===== src/rtl/ltr_pkg.sv =====
// Shared types, character codes and byte class helpers for the lexical token recognizer.
// Depends on nothing; lexical_token_recognizer imports it.
package ltr_pkg;

    // Token kinds, as carried on func and echoed on token_kind
    typedef enum logic [3:0] {
        KIND_TSTRING   = 4'd0,
        KIND_SSTRING   = 4'd1,
        KIND_DSTRING   = 4'd2,
        KIND_ID        = 4'd3,
        KIND_NUMBER    = 4'd4,
        KIND_INT       = 4'd5,
        KIND_HEX       = 4'd6,
        KIND_CCOMMENT  = 4'd7,
        KIND_CMCOMMENT = 4'd8,
        KIND_PYCOMMENT = 4'd9,
        KIND_WHITE     = 4'd10,
        KIND_NEWLINE   = 4'd11,
        KIND_ANY       = 4'd12
    } kind_t;

    // Phase codes: number recognizer sub-states; the block comment reuses PH_STAR
    typedef logic [2:0] phase_t;
    localparam phase_t PH_START   = 3'd0;
    localparam phase_t PH_LEAD    = 3'd1;
    localparam phase_t PH_DOTNEED = 3'd2;
    localparam phase_t PH_INT     = 3'd3;
    localparam phase_t PH_FRAC    = 3'd4;
    localparam phase_t PH_E       = 3'd5;
    localparam phase_t PH_SIGN    = 3'd6;
    localparam phase_t PH_EXPD    = 3'd7;
    localparam phase_t PH_STAR    = 3'd1;

    // Configuration register indexes
    typedef logic [1:0] cfg_index_t;
    localparam cfg_index_t REG_ID_EXTRA_LOW  = 2'd0;
    localparam cfg_index_t REG_ID_EXTRA_HIGH = 2'd1;

    // Character codes
    localparam logic [7:0] CH_NUL    = 8'h00;
    localparam logic [7:0] CH_TAB    = 8'h09;
    localparam logic [7:0] CH_NL     = 8'h0A;
    localparam logic [7:0] CH_SPACE  = 8'h20;
    localparam logic [7:0] CH_DQUOTE = 8'h22;
    localparam logic [7:0] CH_HASH   = 8'h23;
    localparam logic [7:0] CH_SQUOTE = 8'h27;
    localparam logic [7:0] CH_STAR   = 8'h2A;
    localparam logic [7:0] CH_PLUS   = 8'h2B;
    localparam logic [7:0] CH_MINUS  = 8'h2D;
    localparam logic [7:0] CH_DOT    = 8'h2E;
    localparam logic [7:0] CH_SLASH  = 8'h2F;
    localparam logic [7:0] CH_ZERO   = 8'h30;
    localparam logic [7:0] CH_ONE    = 8'h31;
    localparam logic [7:0] CH_NINE   = 8'h39;
    localparam logic [7:0] CH_UP_A   = 8'h41;
    localparam logic [7:0] CH_UP_E   = 8'h45;
    localparam logic [7:0] CH_UP_F   = 8'h46;
    localparam logic [7:0] CH_UP_X   = 8'h58;
    localparam logic [7:0] CH_UP_Z   = 8'h5A;
    localparam logic [7:0] CH_BSLASH = 8'h5C;
    localparam logic [7:0] CH_UNDER  = 8'h5F;
    localparam logic [7:0] CH_LO_A   = 8'h61;
    localparam logic [7:0] CH_LO_E   = 8'h65;
    localparam logic [7:0] CH_LO_F   = 8'h66;
    localparam logic [7:0] CH_LO_X   = 8'h78;
    localparam logic [7:0] CH_LO_Z   = 8'h7A;

    // One result beat
    typedef struct packed {
        logic [15:0] token_len;
        logic [3:0]  token_kind;
        logic        too_long;
    } result_t;

    function automatic logic is_digit(input logic [7:0] c);
        is_digit = (c >= CH_ZERO) && (c <= CH_NINE);
    endfunction

    function automatic logic is_alpha_(input logic [7:0] c);
        is_alpha_ = ((c >= CH_LO_A) && (c <= CH_LO_Z)) ||
                    ((c >= CH_UP_A) && (c <= CH_UP_Z)) || (c == CH_UNDER);
    endfunction

    function automatic logic is_hexd(input logic [7:0] c);
        is_hexd = is_digit(c) || ((c >= CH_LO_A) && (c <= CH_LO_F)) ||
                  ((c >= CH_UP_A) && (c <= CH_UP_F));
    endfunction

    // Extra id-like bytes from the two 64-bit masks; NUL and 128..255 never count
    function automatic logic is_extra(input logic [7:0] c, input logic [63:0] lo,
                                      input logic [63:0] hi);
        if (c == CH_NUL || c[7]) begin
            is_extra = 1'b0;
        end else if (!c[6]) begin
            is_extra = lo[c[5:0]];
        end else begin
            is_extra = hi[c[5:0]];
        end
    endfunction

endpackage


===== src/rtl/lexical_token_recognizer.sv =====
// Top level of the lexical token recognizer: byte-serial token scanner with registered output.
// Depends on ltr_pkg (kinds, phase codes, character codes, byte class functions).
//
// The block takes one text byte per clock on the s_ channel while s_ready is high. A beat
// with s_first set starts a check of kind s_func at that byte; each later byte advances a
// small phase machine in a single combinational pass from the input ports into the scan
// state registers, so a byte can be accepted every cycle that s_ready is high. When the
// answer is known, or on the beat marked s_last, one result (length consumed, kind echoed,
// saturation flag) is written into a two-entry output buffer whose head register drives the
// m_ channel. s_ready is registered and falls only while both output entries hold results
// the sink has not taken. Lengths saturate at MAX_TOKEN_LEN, and too_long is then set.
module lexical_token_recognizer
    import ltr_pkg::*;
#(
    parameter longint unsigned MAX_TOKEN_LEN = 64'd65535
) (
    input  logic        aclk,
    input  logic        aresetn,
    // configuration write port
    input  logic        cfg_wr_en,
    input  cfg_index_t  cfg_index,
    input  logic [63:0] cfg_wdata,
    // byte channel
    input  logic        s_valid,
    output logic        s_ready,
    input  logic [7:0]  s_ch,
    input  logic        s_first,
    input  logic        s_last,
    input  logic [3:0]  s_func,
    // result channel
    output logic        m_valid,
    input  logic        m_ready,
    output logic [15:0] m_token_len,
    output logic [3:0]  m_token_kind,
    output logic        m_too_long
);

    // Length counters hold MAX_TOKEN_LEN; at least 16 bits so token_len is a plain slice
    localparam int CLOG_W = $clog2(MAX_TOKEN_LEN + 64'd1);
    localparam int LEN_W  = (CLOG_W > 16) ? CLOG_W : 16;
    localparam int SUM_W  = LEN_W + 1;
    localparam logic [SUM_W-1:0] MAX_LEN = SUM_W'(MAX_TOKEN_LEN);

    // Configuration registers
    logic [63:0] id_extra_low_reg;
    logic [63:0] id_extra_high_reg;

    // Scan state
    logic             busy_reg, busy_next;
    kind_t            kind_reg, kind_next;
    phase_t           phase_reg, phase_next;
    logic [LEN_W-1:0] run_len_reg, run_len_next;
    logic [LEN_W-1:0] fallback_len_reg, fallback_len_next;
    logic             quote_double_reg, quote_double_next;
    logic             skip_next_reg, skip_next_next;
    logic [1:0]       quote_run_reg, quote_run_next;

    // Output buffer
    logic    out_valid_reg, skid_valid_reg;
    result_t out_reg, skid_reg;

    logic             accept, pop, push;
    logic             done;
    logic [SUM_W-1:0] len, len_sat, p1, p2;
    logic [LEN_W-1:0] p;
    logic [7:0]       c;
    logic             lst;
    logic [7:0]       q;
    logic             idc;
    result_t          result;

    assign s_ready = !skid_valid_reg;
    assign accept  = s_valid && s_ready;
    assign pop     = out_valid_reg && m_ready;
    assign push    = accept && done;

    assign m_valid      = out_valid_reg;
    assign m_token_len  = out_reg.token_len;
    assign m_token_kind = out_reg.token_kind;
    assign m_too_long   = out_reg.too_long;

    // Configuration writes
    always_ff @(posedge aclk) begin
        if (!aresetn) begin
            id_extra_low_reg  <= '0;
            id_extra_high_reg <= '0;
        end else if (cfg_wr_en) begin
            if (cfg_index == REG_ID_EXTRA_LOW) begin
                id_extra_low_reg <= cfg_wdata;
            end else if (cfg_index == REG_ID_EXTRA_HIGH) begin
                id_extra_high_reg <= cfg_wdata;
            end
        end
    end

    // One byte through the recognizer
    always_comb begin
        c   = s_ch;
        lst = s_last;

        // a first beat restarts the check with cleared state
        busy_next         = busy_reg;
        kind_next         = kind_reg;
        phase_next        = phase_reg;
        fallback_len_next = fallback_len_reg;
        quote_double_next = quote_double_reg;
        skip_next_next    = skip_next_reg;
        quote_run_next    = quote_run_reg;
        p                 = run_len_reg;
        if (s_first) begin
            busy_next         = 1'b1;
            kind_next         = kind_t'(s_func);
            phase_next        = PH_START;
            fallback_len_next = '0;
            quote_double_next = 1'b0;
            skip_next_next    = 1'b0;
            quote_run_next    = '0;
            p                 = '0;
        end

        p1 = {1'b0, p} + SUM_W'(1);
        p2 = {1'b0, p} + SUM_W'(2);
        run_len_next = (s_first) ? '0 : run_len_reg;
        done = 1'b0;
        len  = '0;
        q    = CH_SQUOTE;
        idc  = 1'b0;

        if (busy_next) begin
            run_len_next = (p1 > MAX_LEN) ? MAX_LEN[LEN_W-1:0] : p1[LEN_W-1:0];

            unique case (kind_next)
                KIND_TSTRING: begin
                    q = quote_double_next ? CH_DQUOTE : CH_SQUOTE;
                    if (p == '0) begin
                        if (c == CH_DQUOTE || c == CH_SQUOTE) begin
                            quote_double_next = (c == CH_DQUOTE);
                        end else begin
                            done = 1'b1;
                        end
                    end else if (p <= LEN_W'(2)) begin
                        if (c != q) begin
                            done = 1'b1;
                        end
                    end else if (skip_next_next) begin
                        skip_next_next = 1'b0;
                        quote_run_next = '0;
                    end else if (c == CH_BSLASH) begin
                        skip_next_next = 1'b1;
                        quote_run_next = '0;
                    end else if (c == q) begin
                        quote_run_next = quote_run_next + 2'd1;
                        if (quote_run_next == 2'd3) begin
                            done = 1'b1;
                            len  = p1;
                        end
                    end else begin
                        quote_run_next = '0;
                    end
                    if (!done && lst) begin
                        done = 1'b1;
                        len  = '0;
                    end
                end

                KIND_SSTRING, KIND_DSTRING: begin
                    q = (kind_next == KIND_SSTRING) ? CH_SQUOTE : CH_DQUOTE;
                    if (p == '0) begin
                        if (c != q) begin
                            done = 1'b1;
                        end
                    end else if (skip_next_next) begin
                        skip_next_next = 1'b0;
                    end else if (c == CH_BSLASH) begin
                        skip_next_next = 1'b1;
                    end else if (c == q) begin
                        done = 1'b1;
                        len  = p1;
                    end else if (c == CH_NL) begin
                        done = 1'b1;
                    end
                    if (!done && lst) begin
                        done = 1'b1;
                        len  = '0;
                    end
                end

                KIND_ID: begin
                    idc = is_extra(c, id_extra_low_reg, id_extra_high_reg);
                    if (p == '0) begin
                        if (c == CH_NUL || (!is_alpha_(c) && !idc)) begin
                            done = 1'b1;
                        end else if (lst) begin
                            done = 1'b1;
                            len  = SUM_W'(1);
                        end
                    end else if (c != CH_NUL && (is_alpha_(c) || is_digit(c) || idc)) begin
                        if (lst) begin
                            done = 1'b1;
                            len  = p1;
                        end
                    end else begin
                        done = 1'b1;
                        len  = {1'b0, p};
                    end
                end

                KIND_NUMBER: begin
                    if (phase_next == PH_START && c == CH_MINUS) begin
                        phase_next = PH_LEAD;
                        done       = lst;
                    end else begin
                        unique case (phase_next)
                            PH_START, PH_LEAD: begin
                                if (c == CH_DOT) begin
                                    phase_next = PH_DOTNEED;
                                    done       = lst;
                                end else if (is_digit(c)) begin
                                    phase_next = PH_INT;
                                    done       = lst;
                                    len        = p1;
                                end else begin
                                    done = 1'b1;
                                end
                            end
                            PH_DOTNEED: begin
                                if (is_digit(c)) begin
                                    phase_next = PH_FRAC;
                                    done       = lst;
                                    len        = p1;
                                end else begin
                                    done = 1'b1;
                                end
                            end
                            PH_INT, PH_FRAC: begin
                                if (is_digit(c) || (phase_next == PH_INT && c == CH_DOT)) begin
                                    if (c == CH_DOT) begin
                                        phase_next = PH_FRAC;
                                    end
                                    done = lst;
                                    len  = p1;
                                end else if (c == CH_LO_E || c == CH_UP_E) begin
                                    fallback_len_next = p;
                                    phase_next        = PH_E;
                                    done              = lst;
                                    len               = {1'b0, p};
                                end else begin
                                    done = 1'b1;
                                    len  = {1'b0, p};
                                end
                            end
                            PH_E: begin
                                if (lst) begin
                                    done = 1'b1;
                                    len  = {1'b0, fallback_len_next};
                                end else if (c == CH_PLUS || c == CH_MINUS) begin
                                    phase_next = PH_SIGN;
                                end else if (is_digit(c)) begin
                                    phase_next = PH_EXPD;
                                end else begin
                                    done = 1'b1;
                                    len  = {1'b0, fallback_len_next};
                                end
                            end
                            PH_SIGN: begin
                                if (is_digit(c)) begin
                                    phase_next = PH_EXPD;
                                    done       = lst;
                                    len        = p1;
                                end else begin
                                    done = 1'b1;
                                    len  = {1'b0, fallback_len_next};
                                end
                            end
                            default: begin
                                // exponent digits
                                if (is_digit(c)) begin
                                    done = lst;
                                    len  = p1;
                                end else begin
                                    done = 1'b1;
                                    len  = {1'b0, p};
                                end
                            end
                        endcase
                    end
                end

                KIND_INT: begin
                    if (p == '0) begin
                        if (c >= CH_ONE && c <= CH_NINE) begin
                            done = lst;
                            len  = SUM_W'(1);
                        end else begin
                            done = 1'b1;
                        end
                    end else if (is_digit(c)) begin
                        done = lst;
                        len  = p1;
                    end else begin
                        done = 1'b1;
                        len  = {1'b0, p};
                    end
                end

                KIND_HEX: begin
                    if (p == '0) begin
                        done = (c != CH_ZERO) || lst;
                    end else if (p == LEN_W'(1)) begin
                        done = (c != CH_LO_X && c != CH_UP_X) || lst;
                    end else if (p == LEN_W'(2)) begin
                        if (!is_hexd(c)) begin
                            done = 1'b1;
                        end else if (lst) begin
                            done = 1'b1;
                            len  = SUM_W'(3);
                        end
                    end else if (is_hexd(c)) begin
                        done = lst;
                        len  = p1;
                    end else begin
                        done = 1'b1;
                        len  = {1'b0, p};
                    end
                end

                KIND_CCOMMENT, KIND_PYCOMMENT: begin
                    if (p == '0) begin
                        if (kind_next == KIND_PYCOMMENT) begin
                            if (c != CH_HASH) begin
                                done = 1'b1;
                            end else if (lst) begin
                                done = 1'b1;
                                len  = SUM_W'(1);
                            end
                        end else begin
                            done = (c != CH_SLASH) || lst;
                        end
                    end else if (p == LEN_W'(1) && kind_next == KIND_CCOMMENT) begin
                        if (c != CH_SLASH) begin
                            done = 1'b1;
                        end else if (lst) begin
                            done = 1'b1;
                            len  = SUM_W'(2);
                        end
                    end else if (skip_next_next) begin
                        skip_next_next = 1'b0;
                        done           = lst;
                        len            = p1;
                    end else if (c == CH_BSLASH) begin
                        // trailing backslash counts one byte past the end
                        skip_next_next = 1'b1;
                        done           = lst;
                        len            = p2;
                    end else if (c == CH_NL || lst) begin
                        done = 1'b1;
                        len  = p1;
                    end
                end

                KIND_CMCOMMENT: begin
                    if (p == '0) begin
                        done = (c != CH_SLASH) || lst;
                    end else if (p == LEN_W'(1)) begin
                        done = (c != CH_STAR);
                    end else if (skip_next_next) begin
                        skip_next_next = 1'b0;
                        phase_next     = PH_START;
                    end else if (phase_next == PH_STAR && c == CH_SLASH) begin
                        done = 1'b1;
                        len  = p1;
                    end else begin
                        phase_next = PH_START;
                        if (c == CH_BSLASH) begin
                            skip_next_next = 1'b1;
                        end else if (c == CH_STAR) begin
                            phase_next = PH_STAR;
                        end
                    end
                    if (!done && lst) begin
                        done = 1'b1;
                        len  = '0;
                    end
                end

                KIND_WHITE: begin
                    if (c == CH_SPACE || c == CH_TAB) begin
                        done = lst;
                        len  = p1;
                    end else begin
                        done = 1'b1;
                        len  = {1'b0, p};
                    end
                end

                KIND_NEWLINE: begin
                    done = 1'b1;
                    len  = (c == CH_NL) ? SUM_W'(1) : '0;
                end

                KIND_ANY: begin
                    done = 1'b1;
                    len  = SUM_W'(1);
                end

                default: begin
                    // unused kinds answer zero at once
                    done = 1'b1;
                end
            endcase

            if (done) begin
                busy_next = 1'b0;
            end
        end

        if (!done) begin
            len = '0;
        end
        len_sat           = (len > MAX_LEN) ? MAX_LEN : len;
        result.token_len  = len_sat[15:0];
        result.token_kind = kind_next;
        result.too_long   = (len_sat >= MAX_LEN);
    end

    // Scan state update on each accepted beat
    always_ff @(posedge aclk) begin
        if (!aresetn) begin
            busy_reg         <= 1'b0;
            kind_reg         <= KIND_TSTRING;
            phase_reg        <= PH_START;
            run_len_reg      <= '0;
            fallback_len_reg <= '0;
            quote_double_reg <= 1'b0;
            skip_next_reg    <= 1'b0;
            quote_run_reg    <= '0;
        end else if (accept) begin
            busy_reg         <= busy_next;
            kind_reg         <= kind_next;
            phase_reg        <= phase_next;
            run_len_reg      <= run_len_next;
            fallback_len_reg <= fallback_len_next;
            quote_double_reg <= quote_double_next;
            skip_next_reg    <= skip_next_next;
            quote_run_reg    <= quote_run_next;
        end
    end

    // Output register plus skid entry
    always_ff @(posedge aclk) begin
        if (!aresetn) begin
            out_valid_reg  <= 1'b0;
            skid_valid_reg <= 1'b0;
        end else if (skid_valid_reg) begin
            if (pop) begin
                out_valid_reg  <= 1'b1;
                skid_valid_reg <= 1'b0;
            end
        end else if (push) begin
            if (!out_valid_reg || pop) begin
                out_valid_reg <= 1'b1;
            end else begin
                skid_valid_reg <= 1'b1;
            end
        end else if (pop) begin
            out_valid_reg <= 1'b0;
        end
    end

    always_ff @(posedge aclk) begin
        if (skid_valid_reg) begin
            if (pop) begin
                out_reg <= skid_reg;
            end
        end else if (push) begin
            if (!out_valid_reg || pop) begin
                out_reg <= result;
            end else begin
                skid_reg <= result;
            end
        end
    end

endmodule


===== config.mk =====
export PLATFORM = sky130hd
export DESIGN_NAME = lexical_token_recognizer
export DESIGN_NICKNAME = d
export VERILOG_FILES = /design/src/rtl/ltr_pkg.sv /design/src/rtl/lexical_token_recognizer.sv
export SDC_FILE = /design/constraint.sdc
export NUM_CORES = 1
export LEC_CHECK = 0
export ABC_AREA = 1
export BUFFER_PORTS_ARGS = -buffer_cell sky130_fd_sc_hd__buf_4
export CORE_MARGIN = 2
export CORE_UTILIZATION = 40
export DETAILED_ROUTE_END_ITERATION = 16
export GPL_TIMING_DRIVEN = 0
export PLACE_DENSITY = 0.57
export SLEW_MARGIN = 30
export SYNTH_ARGS = -nofsm -noshare
export SYNTH_HDL_FRONTEND = slang
export SYNTH_SLANG_ARGS = --single-unit

===== constraint.sdc =====
create_clock -name aclk -period 7.31 [get_ports aclk]
set_clock_uncertainty 0.2 [all_clocks]
set_input_delay 0.3655 -clock aclk [delete_from_list [all_inputs] [get_ports aclk]]
set_output_delay 0.3655 -clock aclk [all_outputs]
set_load 0.005 [all_outputs]

==> impl_results.md, run 1 <==
* Mapped Cells at 2432
* Largest net degree at the start of global routing at 23
* Root Buffer: clkbuf_16
* Post-synth ARST share at 0%
* Max-Slew Margin vs Limit at 29.2%
* I/O pin total at 108
* Die width at 197 um
* Clock transition at path regs at 0.07 ns
* Register area share after synthesis at 31.9%
* Pwr Density at 186 nW/um^2
* Reg2reg path depth at 24
* Area Growth Syn to Fin at 19.7%
* Final Max Slew Viols at 0
* Skew-Pair Late Insertion Delay at 0.55 ns
* Die ar. at 38800 sq um
* Final TNS setup at 0 ns
* Hold depth at 3
* GR Overflow Total at 0
* DR WL/cell at 21.8 um
* Crit Path Max Fanout at 13
* Period utilization at 68.8%
* Number of buffers created by CTS at 26
* Worst slew pin tran at 1.06 ns
* Flop-to-flop setup slack at 2.28 ns
* Num Clock Sinks at 216
* Diodes inserted at 0
* EDFF count, synth at 42
* Starting density of the core at 40.6%
* Hold EP: skid_reg[4]
* Port bufs at 103
* Placed instance count at 3004
* Clk buf depth at 3
* CTS H-tree depth at 1
* RR Endpoint: skid_reg[0]
* Postcts setup bufs at 0
* RSZ-0062 raised after global routing: no
* Core area at 36600 sq um
* Worst Setup Start Kind: register
* Synth cell types at 57
* Die H at 197 um
* Syn nets at 2525
* CP endpoint kind: register
* Total power at 3.31 mW
* Initial antenna violation count at 1
* Fin. Hold Viols at 0
* Ys flop type: dfxtp_1
* Syn avg cell area at 6.12 sq um
* Critical hold path startpoint: s_func[3]
* # rows at 70
* Max cap viols at 0
* DRC at 0
* Dpl hpwl at 51800 um
* CP Class: reg2reg
* Worst setup path startpoint: run_len_reg[0]
* Worst endpoint required time at 7.50 ns
* F_max at 0.199 GHz
* DR vias/cell at 5.66
* DP Area at 16300 sq um
* Status: finished, final reports clean
* First-pass GRT wire length at 102000 um
* Worst hold path class: in2reg
* 1st-iter DRT viols at 1650
* GP Congestion at 1.07
* #FFs+latches synth at 216
* Leakage at 7.91 nW
* YS warnings at 0
* Post-layout minimum cycle time at 5.03 ns
* Final Instance Area at 17800 sq um
* Nets at 2723
* Total Routing Usage GR at 34.8%
* Critical path arrival at 5.22 ns
* Drt pass-1 iters at 6
* Post-Synthesis Cell Area at 14900 sq um
* Reg2reg start: run_len_reg[0]
* Vias in the first global route at 16700
* Share of cells above drive strength 1 at 11.2%
* Cell Count, Final, Fillers Out at 3118
* Number of setup violations in the final report at 0
* VDD IR max at 0.147 mV
* CTS tree: done
* Antenna-violating nets left at 0
* Vias at 17600
* Drt total wl at 68000 um
==> worst max-delay path by stage <==
stage / slack, ns / depth (start not counted) / to
after floorplan: 3.43 / 21 / m_token_kind[0]
after global placement: 1.94 / 19 / skid_reg[17]
after detailed placement: 2.23 / 25 / skid_reg[0]
after CTS: 2.43 / 24 / skid_reg[0]
after global routing: 2.05 / 26 / m_too_long
final: 2.28 / 24 / skid_reg[0]
==> routing by layer <==
layer | up-vias | wire length [um] | GRT usage (%)
met5 | - | 11 | 0
met4 | 2 | 4430 | 20.3
met3 | 210 | 5410 | 5.08
met2 | 840 | 30800 | 57.5
met1 | 8212 | 27400 | 43.3
li1 | 8378 | - | -
==> cell usage after synthesis, types with 2 or more instances <==
library cell | count | area, sq um
nand2_1 | 705 | 2650
nor2_1 | 334 | 1250
o21ai_0 | 242 | 1210
inv_1 | 209 | 785
dfxtp_1 | 174 | 3480
a21oi_1 | 163 | 816
nand3_1 | 129 | 646
clkbuf_1 | 68 | 255
edfxtp_1 | 42 | 1260
o21ai_1 | 33 | 165
o211ai_1 | 29 | 218
nor2_2 | 27 | 169
a31oi_1 | 25 | 156
buf_2 | 24 | 120
nor3_1 | 23 | 115
nand4_1 | 22 | 138
nand2_2 | 19 | 119
inv_2 | 18 | 67.6
buf_4 | 16 | 120
o22ai_1 | 14 | 87.6
a221oi_1 | 10 | 87.6
buf_6 | 9 | 101
ha_1 | 8 | 100
nor2_4 | 8 | 90.1
o31ai_1 | 8 | 60.1
xor2_1 | 6 | 52.6
a22oi_1 | 5 | 37.5
o21ai_2 | 5 | 43.8
a211oi_1 | 4 | 30.0
clkinv_1 | 4 | 15.0
o21bai_1 | 4 | 30.0
o221ai_1 | 4 | 35.0
buf_1 | 3 | 11.3
inv_4 | 3 | 18.8
nand2_4 | 3 | 33.8
nor3_2 | 3 | 30.0
o2111ai_1 | 3 | 26.3
or2_2 | 3 | 18.8
nand3b_1 | 2 | 15.0
nor4_1 | 2 | 12.5
o21a_1 | 2 | 15.0
o32ai_1 | 2 | 17.5
==> logic make-up after synthesis <==
kind of cell,after synthesis,synth area share [%]
xor gates and xnor gates,6,0.353
adders and majority gates,8,0.673
buffers and inverters,356,10.2
DFF,216,31.9
and+or+nand+nor,1287,36.1
AOI/OAI and AO/OA,559,20.8
==> cell type report <==
cell class	count	area, sq um
plain buffers	121	623
clock buffers	36	761
clock inverters	12	133
fillers	3961	18800
inverters	235	891
multi-input cells	1860	8630
flip-flops and latches	216	4740
well taps	468	586
repair buffers	170	1450
==> metrics by stage <==
stage               setup WS [ns]  hold WS [ns]  utilization, %
floorplan                    3.43         0.223               -
global placement             1.94         0.232            44.4
detailed placement           2.23         0.236            44.4
CTS                          2.43        0.0271            48.7
global route                 2.05        0.0519            48.7
finish                       2.28        0.0340            48.7
==> timing repair <==
item,4_1_cts,5_1_grt
hold buffers,66,0
setup endpoints to repair,0,0
hold endpoints to repair,130,0
gates resized for setup,0,0
==> layout by cell type (no fill, tap or decap), drive strengths merged, types with 10 or more instances in the layout <==
cell / count
a221oi: 10
nand2: 727
nand3: 131
o211ai: 29
buf: 157
nand4: 22
o21ai: 280
inv: 232
clkbuf: 104
a21oi: 165
dlygate4sd3: 66
o22ai: 14
clkinv: 10
a31oi: 25
dfxtp: 174
edfxtp: 42
nor3: 27
nor2: 370
==> worst max-delay path, stage by stage (launching register included) <==
cell      delay [ns]
dfxtp_1         0.37
inv_1           0.10
nor2_2          0.61
inv_1           0.14
clkbuf_1        0.48
ha_1            0.38
nand2_1         0.08
nor2_2          0.05
nand2_4         0.16
inv_4           0.10
nor2_2          0.45
inv_1           0.37
a21oi_1         0.39
nor3_1          0.09
nand2_1         0.08
nor2_1          0.09
nand2_1         0.08
inv_1           0.04
nand2_1         0.05
nand2_1         0.08
nand2_1         0.10
nand2_1         0.06
nor3_2          0.09
nand2_1         0.07
nor2_1          0.12
==> where the power goes <==
part	internal (mW)	leakage [nW]	switching, mW
registers	1.28	1.79	0.0346
logic	0.202	5.69	0.445
clock network	0.802	0.434	0.548
total	2.28	7.91	1.03
Note: power is estimated with default switching activity, not from simulation.
==> run 2: changes to the inputs <==
--- a/config.mk
+++ b/config.mk
@@ -5,13 +5,13 @@
 export SDC_FILE = /design/constraint.sdc
 export NUM_CORES = 1
 export LEC_CHECK = 0
-export ABC_AREA = 1
+export ABC_AREA = 0
 export BUFFER_PORTS_ARGS = -buffer_cell sky130_fd_sc_hd__buf_4
 export CORE_MARGIN = 2
 export CORE_UTILIZATION = 40
 export DETAILED_ROUTE_END_ITERATION = 16
 export GPL_TIMING_DRIVEN = 0
-export PLACE_DENSITY = 0.57
+export PLACE_DENSITY = 0.59
 export SLEW_MARGIN = 30
 export SYNTH_ARGS = -nofsm -noshare
 export SYNTH_HDL_FRONTEND = slang
==> constraint.sdc (replaced) <==
create_clock -name aclk -period 4.4 [get_ports aclk]
set_clock_uncertainty 0.2 [all_clocks]
set_input_delay 0.22 -clock aclk [delete_from_list [all_inputs] [get_ports aclk]]
set_output_delay 0.22 -clock aclk [all_outputs]
set_load 0.005 [all_outputs]
==> impl_results.md, run 2 <==
* Port bufs at 102
* Number of buffers created by CTS at 27
* Top sig layer: met5
* DR WL/cell at 26.1 um
* Ys flop type: dfxtp_1
* Metal2 WL at 30300 um
* Sw Pwr at 1.63 mW
* Area Growth Syn to Fin at 25.7%
* Die ar. at 39200 sq um
* Final TNS setup at -0.0233 ns
* CTS tree: done
* Register area share after synthesis at 31.6%
* I/O pin total at 108
* Post-Synthesis Cell Area at 15000 sq um
* CP endpoint kind: register
* Clock transition at path regs at 0.07 ns
* Ranking of synthesized cells by area: dfxtp_1 (23%), nand2_1 (9.5%), edfxtp_1 (8.4%)
* Cell Count, Final, Fillers Out at 2618
* Clock power share at 42.7%
* Synth cell types at 106
* Mapped Cells at 1889
* Met3 wire length at 5640 um
* CTS H-tree depth at 1
* Fin. Hold Viols at 0
* Initial antenna violation count at 2
* Total Routing Usage GR at 34.1%
* Critical hold path startpoint: s_first
* Largest net degree at the start of global routing at 15
* EDFF count, synth at 42
* Syn avg cell area at 7.96 sq um
* DRC at 0
* Worst Setup Start Kind: register
* Drt pass-1 iters at 6
* Combinational power share at 18.2%
* CP Class: reg2reg
* Clk buf depth at 3
* Crit Path Max Fanout at 10
* Drt total wl at 68200 um
* GP Congestion at 1.07
* Pwr Density at 289 nW/um^2
* F_max at 0.226 GHz
* Die H at 198 um
* Filler instances at 3621
* Worst endpoint required time at 4.58 ns
* Post-layout minimum cycle time at 4.42 ns
* Most common cell after layout, fill and taps aside: nand2_1
* Setup slack at placement at -2.39 ns
* Max cap viols at 0
* Nets at 2217
* Synth top area share at 23.2%
* Num Clock Sinks at 216
* Vias in the first global route at 15500
* Antenna-violating nets left at 0
* Final Max Slew Viols at 0
* Total power at 5.45 mW
* RSZ-0062 raised after global routing: yes
* 1st-iter DRT viols at 1687
* DRT met1 WL at 27000 um
* Starting density of the core at 40.3%
* Skew-Pair Late Insertion Delay at 0.58 ns
* Worst setup margin at -0.0233 ns
* YS warnings at 0
* Sequential power share at 39.1%
* Number of setup violations in the final report at 1
* Worst slew pin tran at 1.18 ns
* Placed instance count at 2469
* Critical path arrival at 4.60 ns
* Worst setup path startpoint: phase_reg[1]
* Failing checks: negative setup slack
* Synth top cells by count: nand2_1 (381), dfxtp_1 (174), a21boi_0 (140)
* Reg2reg start: phase_reg[1]
* Dpl hpwl at 49400 um
* Status: finished with violations
* Vias at 16400
* Sw frac at 30.0%
* Die width at 198 um
* Area leader, netlist: dfxtp_1
* Int Power at 3.82 mW
* Max-Slew Margin vs Limit at 20.8%
* Share of cells above drive strength 1 at 18.4%
* DR vias/cell at 6.27
* GR Overflow Total at 0
* # rows at 71
* Core area at 37300 sq um
* #FFs+latches synth at 216
* Hold WS at 0.0662 ns
* Leakage at 6.71 nW
* Worst hold path class: in2reg
* Most numerous cell in the Yosys netlist: nand2_1
* Syn nets at 1982
* First-pass GRT wire length at 99700 um
* Root Buffer: clkbuf_16
* Post-synth ARST share at 0%
* Period utilization at 101%
* Highest-count cells in the layout ignoring fill and taps: nand2_1 (377), dfxtp_1 (171), buf_4 (152), a21boi_0 (139), nor2_1 (99)
* VDD IR max at 0.320 mV
[run 2: power groups by stage]
stage	Combinational (mW)	Clock, mW	Sequential, mW
floorplan	0.507	0	2.16
global placement	0.851	0	2.17
detailed placement	0.859	0	2.17
CTS	0.941	2.35	2.13
global route	1.04	2.43	2.14
finish	0.994	2.33	2.13
[run 2: stage by stage]
step                      area (sq um)  util (%)
after global placement           16400      44.0
after floorplan                  15100         -
after CTS                        18600      49.9
after global routing             18900      50.6
after detailed placement         16500      44.2
final                            18900      50.6
[run 2: kinds of logic (layout without fill, tap and decap cells)]
group	count (synthesis)	after routing	synth area share, %
compound gates	581	581	27.6
flops	216	216	31.6
xor+xnor	50	50	2.91
other cells	0	2	0
simple gates	771	772	25.2
fa+ha+maj	8	8	0.666
mux	84	84	6.73
buf+inv	179	431	5.34
[run 2: layout make-up]
type | instances | area (sq um) | area share (%)
timing repair buffer | 208 | 1750 | 9.24
clock buffer | 32 | 724 | 3.83
multi-input combinational | 1495 | 10000 | 53.1
sequential | 216 | 4750 | 25.1
tap | 474 | 593 | 3.14
clock inverter | 15 | 188 | 0.993
buffer | 155 | 768 | 4.07
antenna | 2 | 5.00 | 0.0265
inverter | 21 | 87.6 | 0.463
[run 2: worst paths after layout]
kind,to,cells past startpoint,slack (ns)
setup / recovery,m_too_long,11,-0.02
hold / removal,kind_reg[1],4,0.07
setup reg to reg,m_too_long,11,-0.02
hold reg to reg,id_extra_low_reg[28],2,0.26
[run 2: what timing repair did]
item / CTS / global route
pin swaps: 12 / 12
gates cloned: 1 / 0
hold endpoints to repair: 161 / 0
hold buffers: 70 / 0
gates resized for setup: 82 / 39
endpoints found under the setup margin: 106 / 64
buffers inserted: 21 / 11
[run 2: worst max-delay path, stage by stage, from the launching register on]
cell and delay [ns]:
dfxtp_1 0.36, clkbuf_1 0.36, nor3_1 0.08, o2111ai_1 0.40
nor3b_2 0.82, buf_2 0.45, o31ai_1 0.13, a311oi_1 0.55
a311oi_4 0.19, a31oi_4 0.30, nand3b_1 0.14, o41ai_2 0.25
[run 2: metal layers]
metal	up-vias	GRT usage, %
met5	-	0
met4	2	21.4
met3	279	7.09
met2	918	55.0
met1	7812	41.5
li1	7398	-
==> run 3: changes to the inputs <==
--- a/config.mk
+++ b/config.mk
@@ -11,7 +11,7 @@
 export CORE_UTILIZATION = 40
 export DETAILED_ROUTE_END_ITERATION = 16
 export GPL_TIMING_DRIVEN = 0
-export PLACE_DENSITY = 0.59
+export PLACE_DENSITY = 0.57
 export SLEW_MARGIN = 30
 export SYNTH_ARGS = -nofsm -noshare
 export SYNTH_HDL_FRONTEND = slang
==> constraint.sdc (replaced) <==
create_clock -name aclk -period 4.14 [get_ports aclk]
set_clock_uncertainty 0.2 [all_clocks]
set_input_delay 0.828 -clock aclk [delete_from_list [all_inputs] [get_ports aclk]]
set_output_delay 0.828 -clock aclk [all_outputs]
set_load 0.005 [all_outputs]
==> impl_results.md, run 3 (synthesis gave the netlist of run 2 again) <==
* Status: finished with violations
* Failing checks: negative setup slack
* Worst setup margin at -0.244 ns
* Sw frac at 31.2%
* Leakage at 6.78 nW
* Number of buffers created by CTS at 27
* DR vias/cell at 6.35
* RSZ-0062 raised after global routing: yes
* Die width at 198 um
* Period utilization at 106%
* Sw Pwr at 1.77 mW
* # rows at 71
* Clock power share at 40.7%
* Core area at 37300 sq um
* F_max at 0.228 GHz
* Max-Slew Margin vs Limit at 32.0%
* CP Class: in2reg
* Share of cells above drive strength 1 at 23.2%
* Int Power at 3.91 mW
* Post-layout util at 51.4%
* Vias at 16400
* VDD IR max at 0.322 mV
* Sequential power share at 40.0%
* CP max stage delay at 0.65 ns
* Hold EP: id_extra_high_reg[40]
* Die ar. at 39200 sq um
* Reg2reg path depth at 13
* Total Routing Usage GR at 35.8%
* WP buf/inv at 5
* Nets at 2186
* Highest-count cells in the layout ignoring fill and taps: nand2_1 (370), buf_4 (182), dfxtp_1 (172), a21boi_0 (139), nor2_1 (96)
* Die H at 198 um
* Largest net degree at the start of global routing at 20
* DR WL/cell at 27.5 um
* Starting density of the core at 40.3%
* Post-layout minimum cycle time at 4.38 ns
* Flop-to-flop setup slack at -0.24 ns
* Num Clock Sinks at 216
* Crit-path leading delay family: compound AO/OA/AOI/OAI gates
* Skew-Pair Late Insertion Delay at 0.57 ns
* Filler instances at 3722
* Reg2reg start: run_len_reg[1]
* Crit Path Max Fanout at 6
* Max cap viols at 0
* Placed instance count at 2468
* First-pass GRT wire length at 103000 um
* Critical path arrival at 4.47 ns
* Antenna-violating nets left at 0
* Worst path slowest cell: a311oi_4
* Cell Count, Final, Fillers Out at 2587
* Combinational power share at 19.3%
* Worst hold path class: reg2reg
* Worst Setup Start Kind: primary input
* Port bufs at 102
* Worst endpoint required time at 4.23 ns
* Fin. Hold Viols at 0
* Pwr Density at 297 nW/um^2
* Diodes inserted at 0
* Drt total wl at 71000 um
* Dpl hpwl at 51300 um
* Most common cell after layout, fill and taps aside: nand2_1
* Final Max Slew Viols at 0
* Initial antenna violation count at 1
* Number of setup violations in the final report at 16
* RR Endpoint: m_too_long
* Hold depth at 2
* CTS H-tree depth at 1
* Vias in the first global route at 15800
* Crit path cell chain: buf_16 > buf_12 > clkinv_8 > buf_12 > nand2_8 > inv_12 > ha_4 > nand4_1 > or4_4 > o211ai_1 > o211ai_1 > a2111oi_2 > a311oi_2 > a311oi_4 > a31oi_4 > nand3b_1 > o41ai_2
* CTS tree: done
* CP endpoint kind: register
* Root Buffer: clkbuf_16
* GR Overflow Total at 0
* 1st-iter DRT viols at 1627
* GP Congestion at 1.05
* Critical hold path startpoint: id_extra_high_reg[40]
* Final TNS setup at -0.846 ns
* Clk buf depth at 3
* Clock transition at path regs at 0.06 ns
* Worst slew pin tran at 1.01 ns
* Drt pass-1 iters at 6
* I/O pin total at 108
* DRC at 0
* Area Growth Syn to Fin at 27.5%
[run 3: per-stage QoR]
| step | cell area (sq um) | hold slack (ns) | worst slack, ns | power, mW |
|---|---|---|---|---|
| after floorplan | 15300 | 0.240 | -0.359 | 2.86 |
| after global placement | 16600 | 0.247 | -2.29 | 3.25 |
| after detailed placement | 16700 | 0.257 | -2.21 | 3.26 |
| after CTS | 18700 | 0.265 | -0.0696 | 5.63 |
| after global routing | 19200 | 0.282 | -0.254 | 5.85 |
| final | 19200 | 0.261 | -0.244 | 5.69 |
[run 3: final cells by class]
class                           instances  area [sq um]  area share, %
Timing Repair Buffer                  180          1440           7.49
Clock inverter                         20           160          0.836
Buffer                                152           948           4.95
Clock buffer                           29           693           3.62
Inverter                               21           111          0.581
Sequential cell                       216          4750           24.8
Tap cell                              474           593           3.09
Multi-Input combinational cell       1495         10500           54.7
[run 3: power by group through the flow]
stage	clock network, mW	logic [mW]	registers, mW
floorplan	0	0.560	2.30
global placement	0	0.943	2.31
detailed placement	0	0.949	2.31
CTS	2.33	1.03	2.27
global route	2.41	1.16	2.28
finish	2.31	1.10	2.27
[run 3: what timing repair did]
action                     CTS  global route
setup buffers               46            29
cloned                       1             0
hold buffers                 0             0
pin swaps                   33            25
gates resized for setup    161            59
setup endpoints to repair  103            32
[run 3: routing by layer]
metal | track usage (%) | part of all wire (%) | vias to the layer above
li1 | - | - | 7342
met1 | 44.1 | 39 | 7843
met2 | 57.1 | 45 | 961
met3 | 7.14 | 9.1 | 268
met4 | 23.6 | 7.3 | 2
met5 | 0.383 | 0.017 | -
[run 3: worst max-delay path by stage]
stage	startpoint	endpoint	slack [ns]	cells past startpoint
finish	s_first	m_too_long	-0.24	17
global route	s_first	m_too_long	-0.25	17
CTS	s_first	m_too_long	-0.07	19
detailed placement	s_ch[7]	m_too_long	-2.21	15
global placement	s_first	run_len_reg[2]	-2.29	16
floorplan	s_first	m_too_long	-0.36	18
[run 3: worst register-to-register path: stages (launching register included)]
cell and delay (ns):
dfxtp_1 0.63, nand2_8 0.16, inv_12 0.10, ha_4 0.16, nand4_1 0.23, or4_4 0.64
o211ai_1 0.20, o211ai_1 0.13, a2111oi_2 0.42, a311oi_2 0.11, a311oi_4 0.65, a31oi_4 0.20
nand3b_1 0.18, o41ai_2 0.09
